## config.mk

```make
export PLATFORM = sky130hd
export DESIGN_NAME = msd_ctrl
export DESIGN_NICKNAME = d
export VERILOG_FILES = /design/src/rtl/msd_pkg.sv /design/src/rtl/msd_ctrl.sv
export SDC_FILE = /design/constraint.sdc
export NUM_CORES = 1
export LEC_CHECK = 0
export ABC_AREA = 1
export BUFFER_PORTS_ARGS = -buffer_cell sky130_fd_sc_hd__buf_4
export CAP_MARGIN = 10
export CORE_AREA = 2 2 41 43
export CTS_CLUSTER_SIZE = 20
export DETAILED_ROUTE_END_ITERATION = 10
export DIE_AREA = 0 0 43 45
export PLACE_DENSITY_LB_ADDON = 0.3
export SKIP_CTS_REPAIR_TIMING = 1
export SLEW_MARGIN = 20
export SYNTH_ARGS = -nofsm -noshare
export SYNTH_HDL_FRONTEND = slang
export SYNTH_SLANG_ARGS = --single-unit
```

## constraint.sdc

```tcl
create_clock -name clk -period 1.08 [get_ports clk]
set_input_delay 0 -clock clk [delete_from_list [all_inputs] [get_ports clk]]
set_output_delay 0 -clock clk [all_outputs]
set_load 0.005 [all_outputs]
```

## src/rtl/msd_pkg.sv

```systemverilog
// Shared types, constants and helper functions of the mean squared displacement unit.
package msd_pkg;

  localparam int POS_W     = 32;
  localparam int SUM_W     = 63;
  localparam int MAX_ATOMS = 65536;
  localparam int CNT_W     = $clog2(MAX_ATOMS + 1);
  localparam int IMG_BITS  = 10;
  localparam int IMG_W     = IMG_BITS + 1;
  localparam int FLAGS_W   = 30;
  localparam int PROD_W    = IMG_W + POS_W + 1;
  localparam int DISP_W    = PROD_W + 4;
  localparam int SQ_W      = 2 * POS_W - 16;
  localparam int SQT_W     = SQ_W + 2;
  localparam int REM_W     = CNT_W + 1;
  localparam int DIV_STEPS = SUM_W;
  localparam int STEP_W    = $clog2(DIV_STEPS);
  localparam int CFG_IDX_W = 3;
  localparam int LANES     = 4;

  typedef enum logic [CFG_IDX_W-1:0] {
    CFG_TRICLINIC = 3'd0,
    CFG_CENTER    = 3'd1,
    CFG_BOX_X     = 3'd2,
    CFG_BOX_Y     = 3'd3,
    CFG_BOX_Z     = 3'd4,
    CFG_TILT_YZ   = 3'd5,
    CFG_TILT_XZ   = 3'd6,
    CFG_TILT_XY   = 3'd7
  } cfg_idx_t;

  typedef enum logic [2:0] {
    ST_IDLE, ST_MUL, ST_DISP, ST_SQR, ST_ACC, ST_DSTART, ST_DIV, ST_OUT
  } state_t;

  typedef struct packed {
    logic load;
    logic mul;
    logic disp;
    logic sqr;
    logic acc;
    logic div_start;
    logic div_step;
  } cmd_t;

  typedef struct packed {
    logic take;
    logic last;
    logic empty;
  } status_t;

  // Saturating accumulate: the sum sticks at its largest value.
  function automatic logic [SUM_W-1:0] sat_add(input logic [SUM_W-1:0] a,
                                               input logic [SQT_W-1:0] b);
    logic [SUM_W:0] s;
    s = {1'b0, a} + (SUM_W+1)'(b);
    return s[SUM_W] ? {SUM_W{1'b1}} : s[SUM_W-1:0];
  endfunction

  // Clamp a wide displacement to the signed Q16.16 range.
  function automatic logic signed [POS_W-1:0] sat_pos(input logic signed [DISP_W-1:0] d);
    logic signed [POS_W-1:0] r;
    if (d[DISP_W-1:POS_W-1] == '0 || d[DISP_W-1:POS_W-1] == '1) begin
      r = d[POS_W-1:0];
    end else if (d[DISP_W-1]) begin
      r = {1'b1, {(POS_W-1){1'b0}}};
    end else begin
      r = {1'b0, {(POS_W-1){1'b1}}};
    end
    return r;
  endfunction

endpackage

```

## src/rtl/msd_ctrl.sv

```systemverilog
// Sequencing state machine of the mean squared displacement unit.
module msd_ctrl import msd_pkg::*; (
  input  logic    clk,
  input  logic    rst_n,
  input  logic    in_valid,
  output logic    in_stall,
  output logic    out_valid,
  input  logic    out_stall,
  input  status_t status,
  output cmd_t    cmd
);

  state_t            state_r, state_nxt;
  logic [STEP_W-1:0] step_r, step_nxt;

  always_ff @(posedge clk) begin
    if (!rst_n) begin
      state_r <= ST_IDLE;
      step_r  <= '0;
    end else begin
      state_r <= state_nxt;
      step_r  <= step_nxt;
    end
  end

  always_comb begin
    state_nxt = state_r;
    step_nxt  = step_r;
    cmd       = '0;
    in_stall  = 1'b1;
    out_valid = 1'b0;
    case (state_r)
      ST_IDLE: begin
        in_stall = 1'b0;
        if (in_valid) begin
          cmd.load  = 1'b1;
          state_nxt = ST_MUL;
        end
      end
      ST_MUL: begin
        cmd.mul = 1'b1;
        if (status.take) begin
          state_nxt = ST_DISP;
        end else if (status.last) begin
          state_nxt = ST_DSTART;
        end else begin
          state_nxt = ST_IDLE;
        end
      end
      ST_DISP: begin
        cmd.disp  = 1'b1;
        state_nxt = ST_SQR;
      end
      ST_SQR: begin
        cmd.sqr   = 1'b1;
        state_nxt = ST_ACC;
      end
      ST_ACC: begin
        cmd.acc   = 1'b1;
        state_nxt = status.last ? ST_DSTART : ST_IDLE;
      end
      ST_DSTART: begin
        cmd.div_start = 1'b1;
        step_nxt      = '0;
        state_nxt     = status.empty ? ST_OUT : ST_DIV;
      end
      ST_DIV: begin
        cmd.div_step = 1'b1;
        step_nxt     = step_r + 1'b1;
        if (step_r == STEP_W'(DIV_STEPS - 1)) begin
          state_nxt = ST_OUT;
        end
      end
      ST_OUT: begin
        out_valid = 1'b1;
        if (!out_stall) begin
          state_nxt = ST_IDLE;
        end
      end
      default: state_nxt = ST_IDLE;
    endcase
  end

endmodule

```

==> results.md <==
* Ys Warns at 0
* Placer Congestion at 0.781
* CTS H-tree lvls at 1
* Ports at 16
* Syn Area/Cell at 6.58 um2
* Number of global-route vias before repair at 646
* Area after DPL at roughly 820 um2
* Hold_sp: rst_n
* Worst Setup End Kind: flip-flop
* IO Port Bufs at 15
* # diodes at 0
* Grt ovf at 0
* Via density at 5.14
* Kind of critical path: flip-flop to flip-flop
* Core area at 1470 um2
* Fin Setup TNS at -0.793 ns
* Max cap viols at 0
* Final slew viol count at 0
* CP required at 1.24 ns
* Reg-to-Reg End: step_r[5]
* Worst Skew at 0.00168 ns
* Leak at 0.442 nW
* GRT met2 Usage at 0.279
* RSZ-0062 raised after global routing: yes
* Largest net degree at the start of global routing at 8
* WHS Endpoint: state_r[0]
* Worst Hold Depth at 3
* CTS Buffer Depth at 2
* Worst-Skew Late Latency at 0.27 ns
* CTS buffer count at 3
* Hold WS at -0.00344 ns
* Average wire per standard cell at 12.8 um
* First-pass GRT wire length at 2.60 mm
* Initial antenna violation count at 0
* Unique masters post-synth at 27
* Synth area leader: dfxtp_1
* Crit-path max FO at 4
* Top cells by area in the synthesized netlist: dfxtp_1 29%, nand2_1 12%, inv_1 7.1%, nor2_1 6.5%, o21ai_0 5.5%
* Die X at 43 um
* Synth Cell Area at between 600 and 700 um2
* Async set or reset register ratio after synthesis at 0
* Synth-to-layout area growth at 55.2%
* FF-to-FF Start: state_r[0]
* HPWL Detailed at about 1.1 mm
* CTS Root Cell: clkbuf_4
* Endpoints failing setup at 15
* Total power at ~2 mW
* Number of synthesized flops with an enable pin at 0
* Post-synth top cells: 20 x nand2_1, 12 x inv_1, 11 x nor2_1, 9 x dfxtp_1, 7 x o21ai_0
* GR Layer Usage met3 at 0.0400
* Fin crit period at 1.17 ns
* Top cell type's share of synthesized area at 0.285
* Starting density of the core at 0.429
* Ys flop type: dfxtp_1
* FP Rows at 14
* R2R setup slack at -0.09 ns
* Status: finished with violations
* Cell Pwr Density at around 2000 nW/um2
* Worst slew margin at 0.863
* Met1 GRT Util at 0.232
* CTS clk-pin slew, worst paths at 0.07 ns
* CTS tree: built
* Router iterations before antenna repair at 4
* Share of post-route cells with drive strength above 1 at 0.540
* WP data arrival at 1.33 ns
* Final hold viol count at 2
* Top Usage Layer GRT: met2
* Post-DRT Antenna Nets at 0
* Clock tree sinks at 9
* IR drop worst, VDD at between 1000 and 1500 uV
* Die Ht at 45 um
* Overall routed net length at 1.79 mm
* Finished Cell Area at 981 um2
* Mapped Nets at 105
* Final WS setup at -0.0864 ns
* Worst Hold Class: input pin to flip-flop
* Final worst path period share at 1.08
* Sequential share of the synthesized area at 0.285
* Reg2Reg Depth at 7
* Cells after Synth at 96
* #FFs+latches synth at 9
* Drt drc at 0
* CP Launch Type: flip-flop
* Failing checks: hold timing, setup timing
* Slew @ Worst Pin at 0.203 ns
* Final nets at between 100 and 150
* Drt initial violations at 32
* Fin util at 0.667
* Via count at 720
* Die area at 1940 um2
* Most frequent cell after synthesis: nand2_1
* Peak Freq at 857 MHz
* GRT Util Overall at 0.180
==> worst max path at each step <==
stage	start	end	slack (ns)
final	state_r[0]	step_r[5]	-0.09
after global routing	step_r[1]	step_r[5]	-0.16
after CTS	state_r[2]	out_valid	-0.18
after detailed placement	state_r[1]	step_r[5]	-0.11
after global placement	state_r[0]	step_r[5]	-0.09
after floorplan	step_r[0]	step_r[4]	0.002
==> logic make-up (layout without fill, tap and decap cells) <==
logic type               Yosys count  after routing  synth area share
AO/OA/AOI/OAI                     16             16             0.139
buffers and inverters             18             46             0.127
adder cells (fa/ha/maj)            2              2            0.0396
AND/OR/NAND/NOR                   51             51             0.410
flip-flops                         9              9             0.285
==> area by class of cell <==
class                   count  area [um2]
clock buffers               4        26.3
fillers                   123         490
multi-input cells          69         447
inverters                  17        73.8
repair buffers             25         214
well taps                  16        20.0
flip-flops and latches      9         200
==> critical path, cell delays in order (launching register included) <==
cell and delay [ns]:
dfxtp_4 0.38, inv_4 0.05, nor2_4 0.14, nand2_2 0.09
nand2_2 0.11, inv_2 0.08, a21oi_1 0.16, nor2_1 0.05
==> metrics by stage <==
stage	cells	worst slack, ns
6_report	140	-0.0864
5_1_grt	140	-0.158
4_1_cts	139	-0.184
3_5_place_dp	135	-0.110
3_3_place_gp	135	-0.0880
2_1_floorplan	96	0.00167
==> metal layers <==
| metal | up-vias | wire (um) | share of wire |
|---|---|---|---|
| li1 | 360 | - | - |
| met1 | 327 | 723 | 0.40 |
| met2 | 27 | 929 | 0.52 |
| met3 | 6 | 95 | 0.053 |
| met4 | 0 | 42 | 0.023 |
| met5 | - | 0 | 0 |
==> cell usage in the layout (no fill, tap or decap), drive strengths merged <==
master,count
a21oi,6
and2,1
buf,25
clkbuf,4
clkinv,2
dfxtp,9
ha,2
inv,15
nand2,24
nand3,6
nand4,1
nor2,13
nor3,3
nor3b,1
o21ai,8
o21bai,1
o22ai,1
or2,2
==> state kept, by name, indices dropped and copies added (netlist names) <==
register,cells
step_r,6
state_r,3
==> power by group <==
group | internal (mW) | switching [mW] | total, mW
Sequential | 0.415 | 0.136 | 0.551
Clock | 0.143 | 0.139 | 0.282
Combinational | 0.561 | 0.618 | 1.18
Total | 1.12 | 0.894 | 2.01
No activity file was read; power rests on OpenSTA's default activity.
